`config.mk`:
```
export PLATFORM = sky130hd
export DESIGN_NAME = json_string_unescape_core
export DESIGN_NICKNAME = d
export VERILOG_FILES = /design/src/sv/jsu_pkg.sv /design/src/sv/json_string_unescape_core.sv /design/src/sv/jsu_ctrl.sv /design/src/sv/jsu_dpath.sv
export SDC_FILE = /design/constraint.sdc
export NUM_CORES = 1
export LEC_CHECK = 0
export BUFFER_PORTS_ARGS = -buffer_cell sky130_fd_sc_hd__buf_2
export CORE_UTILIZATION = 60
export DETAILED_ROUTE_END_ITERATION = 8
export PLACE_DENSITY = 0.81
export SYNTH_ARGS = -nofsm -noshare
export SYNTH_HDL_FRONTEND = slang
export SYNTH_SLANG_ARGS = --single-unit
```
`constraint.sdc`:
```
create_clock -name i_clk -period 4.66 [get_ports i_clk]
set_clock_uncertainty 0.2 [all_clocks]
set_input_delay 0 -clock i_clk [delete_from_list [all_inputs] [get_ports i_clk]]
set_output_delay 0 -clock i_clk [all_outputs]
set_load 0.05 [all_outputs]
```
`src/sv/jsu_pkg.sv`:
```
`default_nettype none

package jsu_pkg;

    localparam int CNT_W   = 16;
    localparam int BYTE_W  = 8;
    localparam int PEND_W  = 3;
    localparam int HOLD_N  = 3;

    localparam logic [CNT_W-1:0] CAP_RESET = 16'hFFFF;

    // pending count codes
    localparam logic [PEND_W-1:0] PC_NONE = 3'd0;
    localparam logic [PEND_W-1:0] PC_BSL  = 3'd1;
    localparam logic [PEND_W-1:0] PC_U    = 3'd2;
    localparam logic [PEND_W-1:0] PC_H1   = 3'd3;
    localparam logic [PEND_W-1:0] PC_H2   = 3'd4;
    localparam logic [PEND_W-1:0] PC_FULL = 3'd5;

    localparam logic [BYTE_W-1:0] C_BSL = 8'h5C;
    localparam logic [BYTE_W-1:0] C_QUO = 8'h22;
    localparam logic [BYTE_W-1:0] C_U   = 8'h75;
    localparam logic [BYTE_W-1:0] C_B   = 8'h62;
    localparam logic [BYTE_W-1:0] C_F   = 8'h66;
    localparam logic [BYTE_W-1:0] C_N   = 8'h6E;
    localparam logic [BYTE_W-1:0] C_R   = 8'h72;
    localparam logic [BYTE_W-1:0] C_T   = 8'h74;
    localparam logic [BYTE_W-1:0] C_BS  = 8'h08;
    localparam logic [BYTE_W-1:0] C_FF  = 8'h0C;
    localparam logic [BYTE_W-1:0] C_LF  = 8'h0A;
    localparam logic [BYTE_W-1:0] C_CR  = 8'h0D;
    localparam logic [BYTE_W-1:0] C_TAB = 8'h09;

    typedef enum logic [1:0] {
        S_IDLE,
        S_CUR,
        S_REP_U,
        S_HELD
    } t_state;

    typedef enum logic [1:0] {
        SRC_IN,
        SRC_CUR,
        SRC_U,
        SRC_HELD
    } t_src;

    typedef struct packed {
        logic go;
        logic latch_cur;
        t_src src;
    } t_cmd;

    typedef struct packed {
        logic out_free;
        logic done;
        logic replay;
        logic consume;
        logic has_held;
        logic held_last;
    } t_stat;

endpackage

`default_nettype wire

```
`src/sv/json_string_unescape_core.sv`:
```
`default_nettype none
// JSON string body unescaper.
// Input channel (i_in_valid / o_in_ready) takes one raw byte per item with
// i_end_of_string on the final byte of a string. Output channel
// (o_out_valid / i_out_ready) gives unescaped bytes with o_last on the final
// result of a string and o_total_length counting bytes emitted so far.
// Config channel (i_cfg_valid / o_cfg_ready, always ready) writes the output
// capacity; write it only while the block is idle.
// Latency: a result appears in the output register the cycle after the item
// that causes it is processed.
// Throughput: one item per cycle for plain bytes and completed escapes while
// the output is free. The byte after a backslash that is not a known escape
// is taken twice; new input waits until then. A final byte that cuts a \u
// escape short replays backslash, 'u', each held digit and the final byte,
// also taking twice any held byte that needs it and replaying again when the
// held digits open another \u escape; at most one result per cycle.
// Reset (synchronous, active low) empties the output register, clears the
// escape and length state and sets the capacity to 65535.
// When the receiver stalls, the output register holds its result and
// o_in_ready drops until the result is taken.
module json_string_unescape_core (
    input  wire logic                         i_clk,
    input  wire logic                         i_rst_n,
    input  wire logic                         i_in_valid,
    output logic                              o_in_ready,
    input  wire logic [jsu_pkg::BYTE_W-1:0]   i_in_byte,
    input  wire logic                         i_end_of_string,
    output logic                              o_out_valid,
    input  wire logic                         i_out_ready,
    output logic [jsu_pkg::BYTE_W-1:0]        o_out_byte,
    output logic                              o_overflow_error,
    output logic                              o_last,
    output logic [jsu_pkg::CNT_W-1:0]         o_total_length,
    input  wire logic                         i_cfg_valid,
    output logic                              o_cfg_ready,
    input  wire logic [jsu_pkg::CNT_W-1:0]    i_cfg_data
);

    jsu_pkg::t_cmd  cmd;
    jsu_pkg::t_stat stat;

    assign o_cfg_ready = 1'b1;

    jsu_ctrl u_ctrl (
        .i_clk      (i_clk),
        .i_rst_n    (i_rst_n),
        .i_in_valid (i_in_valid),
        .i_stat     (stat),
        .o_cmd      (cmd),
        .o_in_ready (o_in_ready)
    );

    jsu_dpath u_dpath (
        .i_clk            (i_clk),
        .i_rst_n          (i_rst_n),
        .i_cmd            (cmd),
        .o_stat           (stat),
        .i_in_byte        (i_in_byte),
        .i_end_of_string  (i_end_of_string),
        .i_cfg_valid      (i_cfg_valid & o_cfg_ready),
        .i_cfg_data       (i_cfg_data),
        .i_out_ready      (i_out_ready),
        .o_out_valid      (o_out_valid),
        .o_out_byte       (o_out_byte),
        .o_overflow_error (o_overflow_error),
        .o_last           (o_last),
        .o_total_length   (o_total_length)
    );

    a_err_is_last: assert property (@(posedge i_clk) disable iff (!i_rst_n)
        o_out_valid && o_overflow_error |-> o_last && (o_out_byte == 8'd0))
        else $error("error result without last or with nonzero byte");

    a_len_nonzero: assert property (@(posedge i_clk) disable iff (!i_rst_n)
        o_out_valid && !o_overflow_error |-> o_total_length != 16'd0)
        else $error("data result with zero length");

    a_held_src: assert property (@(posedge i_clk) disable iff (!i_rst_n)
        cmd.src == jsu_pkg::SRC_HELD |-> stat.has_held)
        else $error("replaying held bytes with none held");

    a_ready_idle: assert property (@(posedge i_clk) disable iff (!i_rst_n)
        o_in_ready |-> (cmd.src == jsu_pkg::SRC_IN) && stat.out_free)
        else $error("input ready while busy");

endmodule

`default_nettype wire

```
`src/sv/jsu_ctrl.sv`:
```
`default_nettype none

module jsu_ctrl (
    input  wire logic           i_clk,
    input  wire logic           i_rst_n,
    input  wire logic           i_in_valid,
    input  jsu_pkg::t_stat      i_stat,
    output jsu_pkg::t_cmd       o_cmd,
    output logic                o_in_ready
);

    jsu_pkg::t_state r_state;
    jsu_pkg::t_state n_state;

    always_ff @(posedge i_clk) begin
        if (!i_rst_n) begin
            r_state <= jsu_pkg::S_IDLE;
        end else begin
            r_state <= n_state;
        end
    end

    always_comb begin
        n_state = r_state;
        unique case (r_state)
            jsu_pkg::S_IDLE: begin
                if (i_in_valid && i_stat.out_free && !i_stat.done) begin
                    n_state = i_stat.replay ? jsu_pkg::S_REP_U : jsu_pkg::S_CUR;
                end
            end
            jsu_pkg::S_CUR: begin
                if (i_stat.out_free) begin
                    if (i_stat.done) begin
                        n_state = jsu_pkg::S_IDLE;
                    end else if (i_stat.replay) begin
                        n_state = jsu_pkg::S_REP_U;
                    end
                end
            end
            jsu_pkg::S_REP_U: begin
                if (i_stat.out_free) begin
                    if (i_stat.done) begin
                        n_state = jsu_pkg::S_IDLE;
                    end else if (i_stat.has_held) begin
                        n_state = jsu_pkg::S_HELD;
                    end else begin
                        n_state = jsu_pkg::S_CUR;
                    end
                end
            end
            jsu_pkg::S_HELD: begin
                if (i_stat.out_free) begin
                    if (i_stat.done) begin
                        n_state = jsu_pkg::S_IDLE;
                    end else if (i_stat.consume && i_stat.held_last) begin
                        n_state = jsu_pkg::S_CUR;
                    end
                end
            end
            default: n_state = jsu_pkg::S_IDLE;
        endcase
    end

    always_comb begin
        o_cmd.go        = 1'b0;
        o_cmd.latch_cur = 1'b0;
        o_cmd.src       = jsu_pkg::SRC_IN;
        o_in_ready      = 1'b0;
        unique case (r_state)
            jsu_pkg::S_IDLE: begin
                o_cmd.src       = jsu_pkg::SRC_IN;
                o_in_ready      = i_stat.out_free;
                o_cmd.go        = i_stat.out_free && i_in_valid;
                o_cmd.latch_cur = i_stat.out_free && i_in_valid;
            end
            jsu_pkg::S_CUR: begin
                o_cmd.src = jsu_pkg::SRC_CUR;
                o_cmd.go  = i_stat.out_free;
            end
            jsu_pkg::S_REP_U: begin
                o_cmd.src = jsu_pkg::SRC_U;
                o_cmd.go  = i_stat.out_free;
            end
            jsu_pkg::S_HELD: begin
                o_cmd.src = jsu_pkg::SRC_HELD;
                o_cmd.go  = i_stat.out_free;
            end
            default: begin
                o_cmd.src = jsu_pkg::SRC_IN;
            end
        endcase
    end

endmodule

`default_nettype wire

```
`src/sv/jsu_dpath.sv`:
```
`default_nettype none

module jsu_dpath (
    input  wire logic                         i_clk,
    input  wire logic                         i_rst_n,
    input  jsu_pkg::t_cmd                     i_cmd,
    output jsu_pkg::t_stat                    o_stat,
    input  wire logic [jsu_pkg::BYTE_W-1:0]   i_in_byte,
    input  wire logic                         i_end_of_string,
    input  wire logic                         i_cfg_valid,
    input  wire logic [jsu_pkg::CNT_W-1:0]    i_cfg_data,
    input  wire logic                         i_out_ready,
    output logic                              o_out_valid,
    output logic [jsu_pkg::BYTE_W-1:0]        o_out_byte,
    output logic                              o_overflow_error,
    output logic                              o_last,
    output logic [jsu_pkg::CNT_W-1:0]         o_total_length
);

    // {valid, nibble}
    function automatic logic [4:0] hex_val(input logic [7:0] c);
        logic [4:0] r;
        r = 5'd0;
        if (c >= 8'h30 && c <= 8'h39) begin
            r = {1'b1, 4'(c - 8'h30)};
        end else if (c >= 8'h61 && c <= 8'h66) begin
            r = {1'b1, 4'(c - 8'h57)};
        end else if (c >= 8'h41 && c <= 8'h46) begin
            r = {1'b1, 4'(c - 8'h37)};
        end
        return r;
    endfunction

    // {valid, code}
    function automatic logic [8:0] short_code(input logic [7:0] c);
        logic [8:0] r;
        unique case (c)
            jsu_pkg::C_QUO: r = {1'b1, jsu_pkg::C_QUO};
            jsu_pkg::C_BSL: r = {1'b1, jsu_pkg::C_BSL};
            jsu_pkg::C_B:   r = {1'b1, jsu_pkg::C_BS};
            jsu_pkg::C_F:   r = {1'b1, jsu_pkg::C_FF};
            jsu_pkg::C_N:   r = {1'b1, jsu_pkg::C_LF};
            jsu_pkg::C_R:   r = {1'b1, jsu_pkg::C_CR};
            jsu_pkg::C_T:   r = {1'b1, jsu_pkg::C_TAB};
            default:        r = 9'd0;
        endcase
        return r;
    endfunction

    logic [jsu_pkg::CNT_W-1:0]  r_cap;
    logic [jsu_pkg::PEND_W-1:0] r_pcnt;
    logic [jsu_pkg::CNT_W-1:0]  r_emitted;
    logic                       r_dropping;
    logic [jsu_pkg::BYTE_W-1:0] r_pend [0:jsu_pkg::HOLD_N-1];
    logic [jsu_pkg::BYTE_W-1:0] r_cur_byte;
    logic                       r_cur_fin;
    logic [1:0]                 r_ridx;
    logic [1:0]                 r_hcnt;
    logic                       r_out_valid;
    logic [jsu_pkg::BYTE_W-1:0] r_out_byte;
    logic                       r_out_err;
    logic                       r_out_last;
    logic [jsu_pkg::CNT_W-1:0]  r_out_len;

    logic [jsu_pkg::BYTE_W-1:0] sb;
    logic                       sf;
    logic                       fin_src;
    logic [jsu_pkg::PEND_W-1:0] n_pcnt;
    logic [jsu_pkg::PEND_W-1:0] pidx;
    logic [jsu_pkg::PEND_W-1:0] hsub;
    logic                       consume;
    logic                       replay;
    logic                       pend_we;
    logic                       emit_req;
    logic [jsu_pkg::BYTE_W-1:0] emit_val;
    logic [jsu_pkg::CNT_W:0]    sum;
    logic                       over;
    logic                       err;
    logic                       emit_ok;
    logic                       done;
    logic                       last;
    logic                       out_free;
    logic [8:0]                 sc;
    logic [4:0]                 h0, h1, h2, h3;
    logic [7:0]                 hex_byte;

    assign out_free = !r_out_valid || i_out_ready;
    assign pidx     = r_pcnt - jsu_pkg::PC_U;
    assign hsub     = r_pcnt - jsu_pkg::PC_U;

    always_comb begin
        case (i_cmd.src)
            jsu_pkg::SRC_IN: begin
                sb = i_in_byte;
                sf = i_end_of_string;
            end
            jsu_pkg::SRC_CUR: begin
                sb = r_cur_byte;
                sf = r_cur_fin;
            end
            jsu_pkg::SRC_HELD: begin
                sb = r_pend[r_ridx];
                sf = 1'b0;
            end
            default: begin
                sb = jsu_pkg::C_U;
                sf = 1'b0;
            end
        endcase
    end

    assign fin_src = (i_cmd.src == jsu_pkg::SRC_IN) ? i_end_of_string : r_cur_fin;

    assign sc = short_code(sb);
    assign h0 = hex_val(r_pend[0]);
    assign h1 = hex_val(r_pend[1]);
    assign h2 = hex_val(r_pend[2]);
    assign h3 = hex_val(sb);

    // low byte of the leading hex-digit run
    always_comb begin
        if (!h0[4]) begin
            hex_byte = 8'd0;
        end else if (!h1[4]) begin
            hex_byte = {4'd0, h0[3:0]};
        end else if (!h2[4]) begin
            hex_byte = {h0[3:0], h1[3:0]};
        end else if (!h3[4]) begin
            hex_byte = {h1[3:0], h2[3:0]};
        end else begin
            hex_byte = {h2[3:0], h3[3:0]};
        end
    end

    always_comb begin
        consume  = 1'b0;
        replay   = 1'b0;
        pend_we  = 1'b0;
        emit_req = 1'b0;
        emit_val = sb;
        n_pcnt   = r_pcnt;
        if (i_cmd.src == jsu_pkg::SRC_U) begin
            emit_req = 1'b1;
            emit_val = jsu_pkg::C_U;
        end else if (r_dropping) begin
            consume = 1'b1;
        end else begin
            case (r_pcnt)
                jsu_pkg::PC_NONE: begin
                    consume = 1'b1;
                    if (sb == jsu_pkg::C_BSL && !sf) begin
                        n_pcnt = jsu_pkg::PC_BSL;
                    end else begin
                        emit_req = 1'b1;
                    end
                end
                jsu_pkg::PC_BSL: begin
                    if (sc[8]) begin
                        consume  = 1'b1;
                        emit_req = 1'b1;
                        emit_val = sc[7:0];
                        n_pcnt   = jsu_pkg::PC_NONE;
                    end else if (sb == jsu_pkg::C_U && !sf) begin
                        consume = 1'b1;
                        n_pcnt  = jsu_pkg::PC_U;
                    end else begin
                        // backslash goes out as is, this byte is taken again
                        emit_req = 1'b1;
                        emit_val = jsu_pkg::C_BSL;
                        n_pcnt   = jsu_pkg::PC_NONE;
                    end
                end
                jsu_pkg::PC_U, jsu_pkg::PC_H1, jsu_pkg::PC_H2: begin
                    if (!sf) begin
                        consume = 1'b1;
                        pend_we = 1'b1;
                        n_pcnt  = r_pcnt + 3'd1;
                    end else begin
                        replay   = 1'b1;
                        emit_req = 1'b1;
                        emit_val = jsu_pkg::C_BSL;
                        n_pcnt   = jsu_pkg::PC_NONE;
                    end
                end
                jsu_pkg::PC_FULL: begin
                    consume  = 1'b1;
                    emit_req = 1'b1;
                    emit_val = hex_byte;
                    n_pcnt   = jsu_pkg::PC_NONE;
                end
                default: begin
                    consume = 1'b1;
                    n_pcnt  = jsu_pkg::PC_NONE;
                end
            endcase
        end
    end

    assign sum     = {1'b0, r_emitted} + 17'd1;
    assign over    = sum >= {1'b0, r_cap};
    assign err     = emit_req && over;
    assign emit_ok = emit_req && !over;
    assign done    = err || (consume && (i_cmd.src == jsu_pkg::SRC_IN ||
                                         i_cmd.src == jsu_pkg::SRC_CUR));
    assign last    = consume && sf;

    assign o_stat.out_free  = out_free;
    assign o_stat.done      = done;
    assign o_stat.replay    = replay;
    assign o_stat.consume   = consume;
    assign o_stat.has_held  = r_hcnt != 2'd0;
    assign o_stat.held_last = (r_ridx + 2'd1) == r_hcnt;

    always_ff @(posedge i_clk) begin
        if (!i_rst_n) begin
            r_cap       <= jsu_pkg::CAP_RESET;
            r_pcnt      <= jsu_pkg::PC_NONE;
            r_emitted   <= '0;
            r_dropping  <= 1'b0;
            r_ridx      <= 2'd0;
            r_hcnt      <= 2'd0;
            r_out_valid <= 1'b0;
        end else begin
            if (i_cfg_valid) begin
                r_cap <= i_cfg_data;
            end
            if (i_cmd.go && (emit_ok || err)) begin
                r_out_valid <= 1'b1;
            end else if (i_out_ready) begin
                r_out_valid <= 1'b0;
            end
            if (i_cmd.go) begin
                if (done && fin_src) begin
                    r_pcnt     <= jsu_pkg::PC_NONE;
                    r_emitted  <= '0;
                    r_dropping <= 1'b0;
                end else if (err) begin
                    r_pcnt     <= jsu_pkg::PC_NONE;
                    r_dropping <= 1'b1;
                end else begin
                    r_pcnt <= n_pcnt;
                    if (emit_ok) begin
                        r_emitted <= sum[jsu_pkg::CNT_W-1:0];
                    end
                end
                if (replay) begin
                    r_hcnt <= hsub[1:0];
                end
                if (i_cmd.src == jsu_pkg::SRC_U) begin
                    r_ridx <= 2'd0;
                end else if (i_cmd.src == jsu_pkg::SRC_HELD && consume) begin
                    r_ridx <= r_ridx + 2'd1;
                end
            end
        end
    end

    always_ff @(posedge i_clk) begin
        if (i_cmd.latch_cur) begin
            r_cur_byte <= i_in_byte;
            r_cur_fin  <= i_end_of_string;
        end
        if (i_cmd.go && pend_we) begin
            r_pend[pidx[1:0]] <= sb;
        end
        if (i_cmd.go && (emit_ok || err)) begin
            r_out_byte <= err ? '0 : emit_val;
            r_out_err  <= err;
            r_out_last <= err || last;
            r_out_len  <= err ? r_emitted : sum[jsu_pkg::CNT_W-1:0];
        end
    end

    assign o_out_valid      = r_out_valid;
    assign o_out_byte       = r_out_byte;
    assign o_overflow_error = r_out_err;
    assign o_last           = r_out_last;
    assign o_total_length   = r_out_len;

endmodule

`default_nettype wire

```
==> impl_metrics.ini, run 1 <==
[layout]
final_nets = 951
areaGrowthSynthToFinish_pct = 19.53
antenna_cells = 0
ff_latch_area_um2 = 2915
fin_area_um2 = 8661
multi_input_area_um2 = 4029
fill_cells = 771
drive_gt1_share_pct = 16.44

[setup_path]
cp_slowest_stage_delay_ns = 0.58
cp-end-kind = flop
worstPathMaxFanout = 6
cp_common_cell = nand3_1
critPathKind = flop to flop
crit_required_ns = 4.75
crit_buf_inv = 1
worstPathCellList = nand3_1 -> or4_1 -> nor2_2 -> nand3_2 -> nor2_1 -> and3_1 -> nand2b_1 -> nand2_1 -> ha_1 -> nand3_1 -> nor4_1 -> nand4_1 -> o211ai_1 -> o21bai_2 -> o21ai_2 -> clkinv_4 -> or3_1 -> o211ai_2 -> mux2i_1
crit_slowest_cell = or4_1
path_delay_family = simple AND/OR/NAND/NOR gates
critical_path_arrival_ns = 4.54
start_kind = flop

[synth]
yosys_most_used_dff = edfxtp_1
netlist_area_um2 = 7246
synth_edf_count = 67
netlist_instances = 764
synth_nets = 832
synth_top_family_by_area = compound AO/OA/AOI/OAI gates
ys_types = 90
yosys.area_share.adder_pct = 6.562
yosys-top-cells-area = edfxtp_1, dfxtp_1, ha_1, nand2_1, mux2i_1
avgSynthCellArea_um2 = 9.484
synth_mux_area_share_pct = 6.372
synthArstFlopShare_pct = 0
synth-compound-area-share_pct = 20.64
synth_seq_cells = 112
ys_warn_count = 0
seq_area_frac_synth_pct = 40.20
synth_top_area_cell = edfxtp_1
synth_top_area_share_pct = 27.77
synth_common_cells = nand2_1, nor2_1, edfxtp_1
synth_xor_area_share_pct = 3.022
yosys.cell_count.top_type = nand2_1
synthSimpleGateAreaFrac_pct = 18.51

[outcome]
violations = DRC
status = complete, but fails checks

[pwr]
vdd_ir_drop_max_mv = 0.2835
p_total_mw = 2.488
share_clk_of_total_power_pct = 33.4
cell_internal_pwr_mw = 1.702
p_seq_share_pct = 45.8
p_sw_uw = 785.8
p_per_area_nw_per_um2 = 287.3
pwr-share-comb_pct = 20.8
power.share.switching_pct = 31.59
cellLeakagePower_nw = 3.552

[clock_network]
clkLatencyLatePin_ns = 0.37
numCtsBuffers = 9
cts_sinks = 112
clkTransAtPathRegs_ns = 0.08
clock_path_buffers = 2
cts-root-buf = clkbuf_16
tritoncts = built
cts-htree-levels = 3

[floorplan]
dieArea_um2 = 12520
coreArea_um2 = 11610
initial_core_util_pct = 62.39
die_w_um = 111.9
design.portCount = 59
die_height_um = 111.9
rows = 39

[drt]
dr.pass1.iters = 9
vias = 6842
wl_per_cell_um = 21.58
ant_nets = 0
drc_errors = 5
wl_mm = 22.25
via_per_inst = 6.636
drtIter0Drc = 951

[timing]
setup_viol = 0
period_share_pct = 95.55
fin_crit_ns = 4.453
relSlewSlack_pct = 48.15
worstMarginPinSlew_ns = 0.7778
hold_violations = 0
hold_ws_ns = 0.06645
setup_tns_ns = 0
maxSlewViolCount = 0
fmax_mhz = 224.6

[placed_design]
place_area_um2 = 7677
dp_hpwl_mm = 14.70
routabilityCongestion = 0.9390
port_buffers = 57

[grt]
grt_max_degree = 32
grt_usage_pct = 36.62
grt_pass1_wl_mm = 35.09
grt_pass1_vias = 6533
antenna_found_initial = 0
grt_overflow = 0

[job]
maxCapViolations = 0

[worst_hold_path]
hold_path.class = primary input to flop
==> per-layer routing <==
metal,wire length (um),GRT usage [%],part of all wire (%)
met5,28,1.961,0.13
met1,9197,50.05,41
met3,2441,9.254,11
met2,9958,55.98,45
met4,625,13.33,2.8
==> cells by family after synthesis <==
logic type / count (synthesis)
and+or+nand+nor: 269
muxes: 41
DFF: 112
xor gates and xnor gates: 25
buffers and inverters: 74
adders and majority gates: 38
AOI/OAI and AO/OA: 204
other: 1
==> cells in the final DEF, fill, tap and decap left out, drive strengths merged, types with 8 or more instances in the layout <==
master / instances
xor2: 10
o22ai: 10
dlygate4sd3: 59
mux2: 8
nand2: 83
and2: 8
nor2: 74
ha: 38
nand3: 18
mux2i: 30
xnor2: 15
or2: 13
nand2b: 8
o21ai: 36
edfxtp: 67
a21o: 13
and3: 11
a211oi: 8
inv: 44
a31oi: 16
dfxtp: 45
nor3: 14
o211ai: 22
buf: 77
clkbuf: 9
a21oi: 33
==> power groups by stage <==
| stage | registers (mW) | clock network [mW] | logic [mW] |
|---|---|---|---|
| 6_report | 1.14 | 0.830 | 0.517 |
| 4_1_cts | 1.14 | 0.819 | 0.493 |
| 3_5_place_dp | 1.16 | 0 | 0.452 |
| 2_1_floorplan | 1.26 | 0 | 0.226 |
| 5_1_grt | 1.14 | 0.862 | 0.543 |
| 3_3_place_gp | 1.16 | 0 | 0.444 |
==> sequential cells by signal (all words and copies together), names as in the netlist, 2 cells and up, named ones only <==
name,cells
u_dpath.r_pend,32
u_dpath.r_cap,16
u_dpath.r_emitted,16
u_dpath.o_out_byte,8
u_dpath.r_hcnt,2
u_dpath.r_pcnt,3
u_dpath.r_cur_byte,8
u_dpath.r_ridx,2
u_ctrl.r_state,2
u_dpath.o_total_length,16
==> per-stage QoR <==
| step | setup WS, ns | util (%) | instances |
|---|---|---|---|
| 4_1_cts | 0.07260 | 73.91 | 1028 |
| 3_3_place_gp | 0.2661 | 66.11 | 953 |
| 2_1_floorplan | 0.3971 | - | 764 |
| 6_report | 0.2072 | 74.57 | 1031 |
| 3_5_place_dp | 0.03213 | 66.11 | 953 |
| 5_1_grt | -0.06762 | 74.57 | 1031 |
==> worst paths after layout <==
kind	start	end	slack, ns	cells past startpoint
setup / recovery	u_dpath.r_emitted[2]	u_ctrl.r_state[0]	0.21	19
hold / removal	i_in_valid	u_dpath.r_cur_fin	0.07	2
setup reg to reg	u_dpath.r_emitted[2]	u_ctrl.r_state[0]	0.21	19
hold reg to reg	u_dpath.r_emitted[15]	u_dpath.r_emitted[15]	0.36	1
==> final cells by class <==
class,count,area share [%]
sequential,112,33.66
tap,143,2.066
timing repair buffer,136,12.08
multi-input combinational,578,46.52
clock inverter,7,1.011
inverter,45,2.008
timing repair inverter,1,0.05779
clock buffer,9,2.600
==> worst reg2reg max path: cells and delay by family (launching register included) <==
kind            cells  cell delay (ns)
flops               1             0.41
mux                 1             0.26
simple gates       12             2.34
fa+ha+maj           1             0.31
buf+inv             1             0.16
compound gates      4             0.69
==> repair_timing <==
action / in CTS / in global routing
cloned: 0 / 1
gates resized for setup: 1 / 14
endpoints found under the setup margin: 2 / 46
hold buffers: 59 / 0
setup buffers: 0 / 2
hold endpoints to repair: 33 / 0
Power figures use the tool's default switching activity.
==> inputs of run 2 (changes only) <==
--- a/config.mk
+++ b/config.mk
@@ -8,7 +8,8 @@
 export BUFFER_PORTS_ARGS = -buffer_cell sky130_fd_sc_hd__buf_2
 export CORE_UTILIZATION = 60
 export DETAILED_ROUTE_END_ITERATION = 8
-export PLACE_DENSITY = 0.81
+export PLACE_DENSITY = 0.77
+export RECOVER_POWER = 100
 export SYNTH_ARGS = -nofsm -noshare
 export SYNTH_HDL_FRONTEND = slang
 export SYNTH_SLANG_ARGS = --single-unit
==> run 2 against run 1 <==
  * The run still ends with DRC left
  * First-iteration DRC count is 4.8% higher
  * Worst setup slack better by 0.028 ns
  * Total power is 0.29% lower
  * Register-to-register slack better by 0.03 ns
  * Die area stayed put
  * Via count is 3.1% lower
  * Final cell count hardly changed
  * Sequential share of layout area is 0.42 points higher
  * Critical endpoint is now u_dpath.o_out_byte[7]
==> impl_metrics.ini, run 2 (synthesis gave the netlist of run 1 again) <==
[outcome]
status = complete, but fails checks
violations = DRC

[timing]
fmax_mhz = 226.0
worstMarginPinSlew_ns = 0.7444
setup_viol = 0
period_share_pct = 94.96
setup_tns_ns = 0
maxSlewViolCount = 0
relSlewSlack_pct = 49.91
hold_ws_ns = 0.2065
hold_violations = 0
fin_crit_ns = 4.425

[grt]
grt_max_degree = 32
grt_usage_pct = 35.12
use_met1_pct = 49.26
grt_pass1_vias = 6376
met3_usage_pct = 7.730
busiest_layer = met2
antenna_found_initial = 0
grt_pass1_wl_mm = 33.63
grt_overflow = 0
grt_use_met2_pct = 52.88

[clock_network]
clkTransAtPathRegs_ns = 0.07
tritoncts = built
numCtsBuffers = 9
cts-htree-levels = 3
cts_setup_buffers = 0
clkLatencyLatePin_ns = 0.37
cts-root-buf = clkbuf_16
cts_sinks = 112
clock_path_buffers = 2

[placed_design]
port_buffers = 57
dp_hpwl_mm = 14.53
routabilityCongestion = 0.9733
place_area_um2 = 7700

[worst_hold_path]
min_from = i_in_byte[4]
hold_depth = 2
hold_path.class = primary input to flop

[drt]
vias = 6631
wl_mm = 21.50
via_per_inst = 6.425
drtIter0Drc = 997
dr.pass1.iters = 9
ant_nets = 0
drc_errors = 3
wl_per_cell_um = 20.83

[pwr]
p_total_mw = 2.481
p_per_area_nw_per_um2 = 290.0
pwr-share-comb_pct = 20.4
share_clk_of_total_power_pct = 33.7
cellLeakagePower_nw = 3.414
p_sw_uw = 760.0
cell_internal_pwr_mw = 1.721
power.share.switching_pct = 30.64
vdd_ir_drop_max_mv = 0.2719
p_seq_share_pct = 45.9

[setup_path]
r2r_cells = 12
crit_required_ns = 4.66
worstPathMaxFanout = 14
critPathKind = flop to flop
start_kind = flop
critical_path_arrival_ns = 4.43
cp-end-kind = flop

[floorplan]
initial_core_util_pct = 62.39
die_height_um = 111.9
design.portCount = 59
rows = 39
dieArea_um2 = 12520
die_w_um = 111.9
coreArea_um2 = 11610

[layout]
fin_util_pct = 73.66
areaGrowthSynthToFinish_pct = 18.06
final_cell_mix = nand2_1, nor2_1, edfxtp_1
fin_area_um2 = 8554
final_common_cell = nand2_1
largest_reg_flops = 32
final_nets = 952
antenna_cells = 0
drive_gt1_share_pct = 10.91

[job]
maxCapViolations = 0
run 2: changes by cell type in the layout (fill, tap and decap cells not counted), sizes merged:
cell	delta
buf	-43
clkbuf	+45
clkinv	-3
clkinvlp	-1
dlygate4sd3	+1
inv	+2
run 2: metrics by stage:
step                std cells  setup WS [ns]
floorplan                 764         0.3971
global placement          956         0.3165
detailed placement        956         0.1349
CTS                      1032         0.1002
global route             1032       -0.01017
finish                   1032         0.2348
run 2: power groups by stage:
stage | combinational, mW | sequential (mW) | clock (mW)
after floorplan | 0.226 | 1.26 | 0
after detailed placement | 0.457 | 1.16 | 0
after global placement | 0.449 | 1.15 | 0
final | 0.506 | 1.14 | 0.837
after global routing | 0.531 | 1.14 | 0.879
after CTS | 0.500 | 1.13 | 0.840
run 2: what timing repair did:
item                                    in CTS  in global routing
gates resized for setup                      0                 10
hold buffers                                60                  0
endpoints found under the setup margin       0                 38
hold endpoints to repair                    33                  0
run 2: worst max-delay path, stage by stage (launching register included):
cell     delay [ns]
dfxtp_1        0.61
mux2i_1        0.35
o22ai_1        0.17
a21oi_2        0.39
ha_1           0.35
inv_1          0.11
nor4_1         0.68
a31oi_1        0.26
o21ai_2        0.25
buf_4          0.27
nand2_1        0.07
or3_1          0.38
o22ai_1        0.16
run 2: final cells by class:
class | instances | area [um^2]
Clock buffer | 10 | 250.2
Clock inverter | 6 | 68.82
Fill cell | 843 | 3059
Inverter | 45 | 171.4
Multi-Input combinational cell | 578 | 3999
Sequential cell | 112 | 2915
Tap cell | 143 | 178.9
Timing Repair Buffer | 138 | 970.9
run 2: final timing paths:
| kind | to | slack, ns |
|---|---|---|
| hold reg to reg | u_dpath.r_emitted[15] | 0.36 |
| hold / removal | u_dpath.r_cur_byte[4] | 0.21 |
| setup / recovery | u_dpath.o_out_byte[7] | 0.23 |
| setup reg to reg | u_dpath.o_out_byte[7] | 0.23 |
run 2: layer usage:
layer / vias to the layer above / share of wire (%)
li1: 3069 / -
met1: 3095 / 43
met2: 413 / 44
met3: 54 / 11
met4: 0 / 2.4
met5: - / 0
==> inputs of run 3 (changes only) <==
--- a/config.mk
+++ b/config.mk
@@ -5,7 +5,9 @@
 export SDC_FILE = /design/constraint.sdc
 export NUM_CORES = 1
 export LEC_CHECK = 0
+export ABC_AREA = 1
 export BUFFER_PORTS_ARGS = -buffer_cell sky130_fd_sc_hd__buf_2
+export CAP_MARGIN = 20
 export CORE_UTILIZATION = 60
 export DETAILED_ROUTE_END_ITERATION = 8
 export PLACE_DENSITY = 0.77
==> run 3 against run 2 <==
  * The run still ends with DRC left
  * Total power rose by 81%
  * Worst setup slack improved by 0.074 ns
  * Via count barely moved
  * Critical path type unchanged
  * Critical path depth rose by 7
  * Sequential cell count did not move
  * Hold slack got worse by 0.19 ns
==> impl_metrics.ini, run 3 <==
[placed_design]
routabilityCongestion = 0.9272
dp_hpwl_mm = 12.71
port_buffers = 57
dpl.cell_count = 1083
place_area_um2 = 7536
dp_slack_ns = 0.1876

[pwr]
p_per_area_nw_per_um2 = 544.7
p_total_mw = 4.499
vdd_ir_drop_max_mv = 0.5625
cellLeakagePower_nw = 3.538

[drt]
via_per_inst = 5.739
top_layer_used = met4
wl_per_cell_um = 16.41
dr.pass1.iters = 7
wl_mm = 18.97
dr_wl_met2_mm = 8.612
vias = 6634
ant_nets = 0
wl_met3_mm = 1.476
drtIter0Drc = 615
met1Wirelength_mm = 8.259
drc_errors = 8

[clock_network]
numCtsBuffers = 9
cts-root-buf = clkbuf_16
cts-htree-levels = 3
clkTransAtPathRegs_ns = 0.08
cts_sinks = 112
tritoncts = built
clock_path_buffers = 2
clkLatencyLatePin_ns = 0.37

[layout]
largest_reg_flops = 32
fin_util_pct = 71.42
areaGrowthSynthToFinish_pct = 14.88
final_nets = 1076
final_cell_mix = nand2_1, inv_1, nand3_1
final_cells = 1156
antenna_cells = 0
drive_gt1_share_pct = 9.970
fin_area_um2 = 8259
final_common_cell = nand2_1
fill_cells = 904

[synth]
ys_warn_count = 0
yosys-top-cells-area = edfxtp_1, dfxtp_1, nand2_1, ha_1, inv_1
yosys_most_used_dff = edfxtp_1
synth_seq_cells = 112
synthArstFlopShare_pct = 0
avgSynthCellArea_um2 = 7.988
synth_common_cells = nand2_1, inv_1, edfxtp_1
synth_nets = 968
seq_area_frac_synth_pct = 40.52
netlist_instances = 900
synth_edf_count = 67
netlist_area_um2 = 7189
yosys.cell_count.top_type = nand2_1
synth_top_area_cell = edfxtp_1
ys_types = 50
synth_top_area_share_pct = 27.98

[setup_path]
crit_slowest_cell = dfxtp_1
worstPathCellList = ha_1 -> nand3_1 -> nor2_1 -> nand2_1 -> nor4_1 -> nand2_1 -> nor2_1 -> nand3_1 -> xor2_1 -> ha_1 -> a21oi_1 -> o211ai_1 -> a211oi_1 -> nand3_2 -> buf_4 -> nor2_8 -> buf_4 -> nand3_1 -> a21oi_2
crit_required_ns = 4.75
regToRegSetupSlack_ns = 0.31
critical_path_arrival_ns = 4.44
path_delay_family = simple AND/OR/NAND/NOR gates
r2r_start = u_dpath.r_emitted[0]
crit_buf_inv = 2
cp_common_cell = nand3_1
cp-end-kind = flop
critPathKind = flop to flop
reg2reg_to = u_dpath.r_emitted[11]
worstPathMaxFanout = 10
start_kind = flop
r2r_cells = 19
cp_slowest_stage_delay_ns = 0.43

[worst_hold_path]
hold_path.class = primary input to flop
hold_depth = 4
min_from = i_in_valid
worstHoldEndpoint = u_dpath.r_dropping

[timing]
rsz0062_at_grt = false
setup_viol = 0
hold_violations = 0
period_share_pct = 93.37
fmax_mhz = 229.8
fin_ws_ns = 0.3088
hold_ws_ns = 0.01199
setup_tns_ns = 0
relSlewSlack_pct = 46.22
fin_crit_ns = 4.351
worstMarginPinSlew_ns = 0.7983
maxSlewViolCount = 0

[grt]
antenna_found_initial = 0
grt_pass1_wl_mm = 30.95
grt_max_degree = 33
grt_pass1_vias = 6315
grt_overflow = 0
grt_usage_pct = 31.68

[floorplan]
die_height_um = 111.5
coreArea_um2 = 11560
design.portCount = 59
dieArea_um2 = 12420
die_w_um = 111.5
initial_core_util_pct = 62.17
rows = 39

[outcome]
status = complete, but fails checks
violations = DRC

[job]
maxCapViolations = 0
[run 3: kinds of logic after synthesis]
logic type	after synthesis	synth area share [%]
AO/OA/AOI/OAI	163	13.04
XOR/XNOR	22	2.680
adder cells (fa/ha/maj)	38	6.613
buffers and inverters	165	9.798
flip-flops	112	40.52
other	1	0.05216
AND/OR/NAND/NOR	399	27.31
[run 3: metal layers]
layer  track usage, %  up-vias
li1                 -     3210
met1            43.67     3060
met2            48.96      307
met3            5.226       57
met4            14.77        0
met5                0        -
[run 3: how the worst max path moves through the flow]
stage	start	endpoint	slack, ns	cells after the start
after floorplan	u_dpath.r_emitted[0]	u_dpath.o_total_length[15]	0.80	19
final	u_dpath.r_emitted[0]	u_dpath.r_emitted[11]	0.31	19
after global routing	u_dpath.r_emitted[0]	u_dpath.r_emitted[11]	0.02	19
after CTS	u_dpath.r_emitted[0]	u_dpath.o_total_length[15]	0.13	18
after detailed placement	u_dpath.r_emitted[0]	u_dpath.o_total_length[15]	0.19	18
after global placement	u_dpath.r_emitted[0]	u_dpath.o_total_length[15]	0.39	18
[run 3: area by class of cell]
cell class / instances / area [um^2] / share of cell area, %
multi-input combinational: 623 / 3470 / 42.01
sequential: 112 / 2913 / 35.27
timing repair buffer: 121 / 860.8 / 10.42
inverter: 141 / 534.3 / 6.469
clock buffer: 9 / 225.2 / 2.727
tap: 143 / 178.9 / 2.166
clock inverter: 7 / 77.57 / 0.9393
[run 3: what timing repair did]
item                       4_1_cts  5_1_grt
setup endpoints to repair        0       48
resized for setup                0        5
hold buffers                    55        0
hold endpoints to repair        47        0
setup buffers                    0        1
[run 3: where the power goes]
part	switching, mW	total [mW]	internal, mW	leakage, nW
clock network	0.379	0.802	0.423	0.142
registers	0.124	1.50	1.37	1.00
logic	1.69	2.20	0.511	2.39
total	2.19	4.50	2.31	3.54
[run 3: worst min-delay path: cells and delay by family]
| kind | cells | cell delay, ns |
|---|---|---|
| AOI/OAI and AO/OA | 2 | 0.32 |
| and+or+nand+nor | 1 | 0.14 |
| buffers and inverters | 1 | 0.08 |
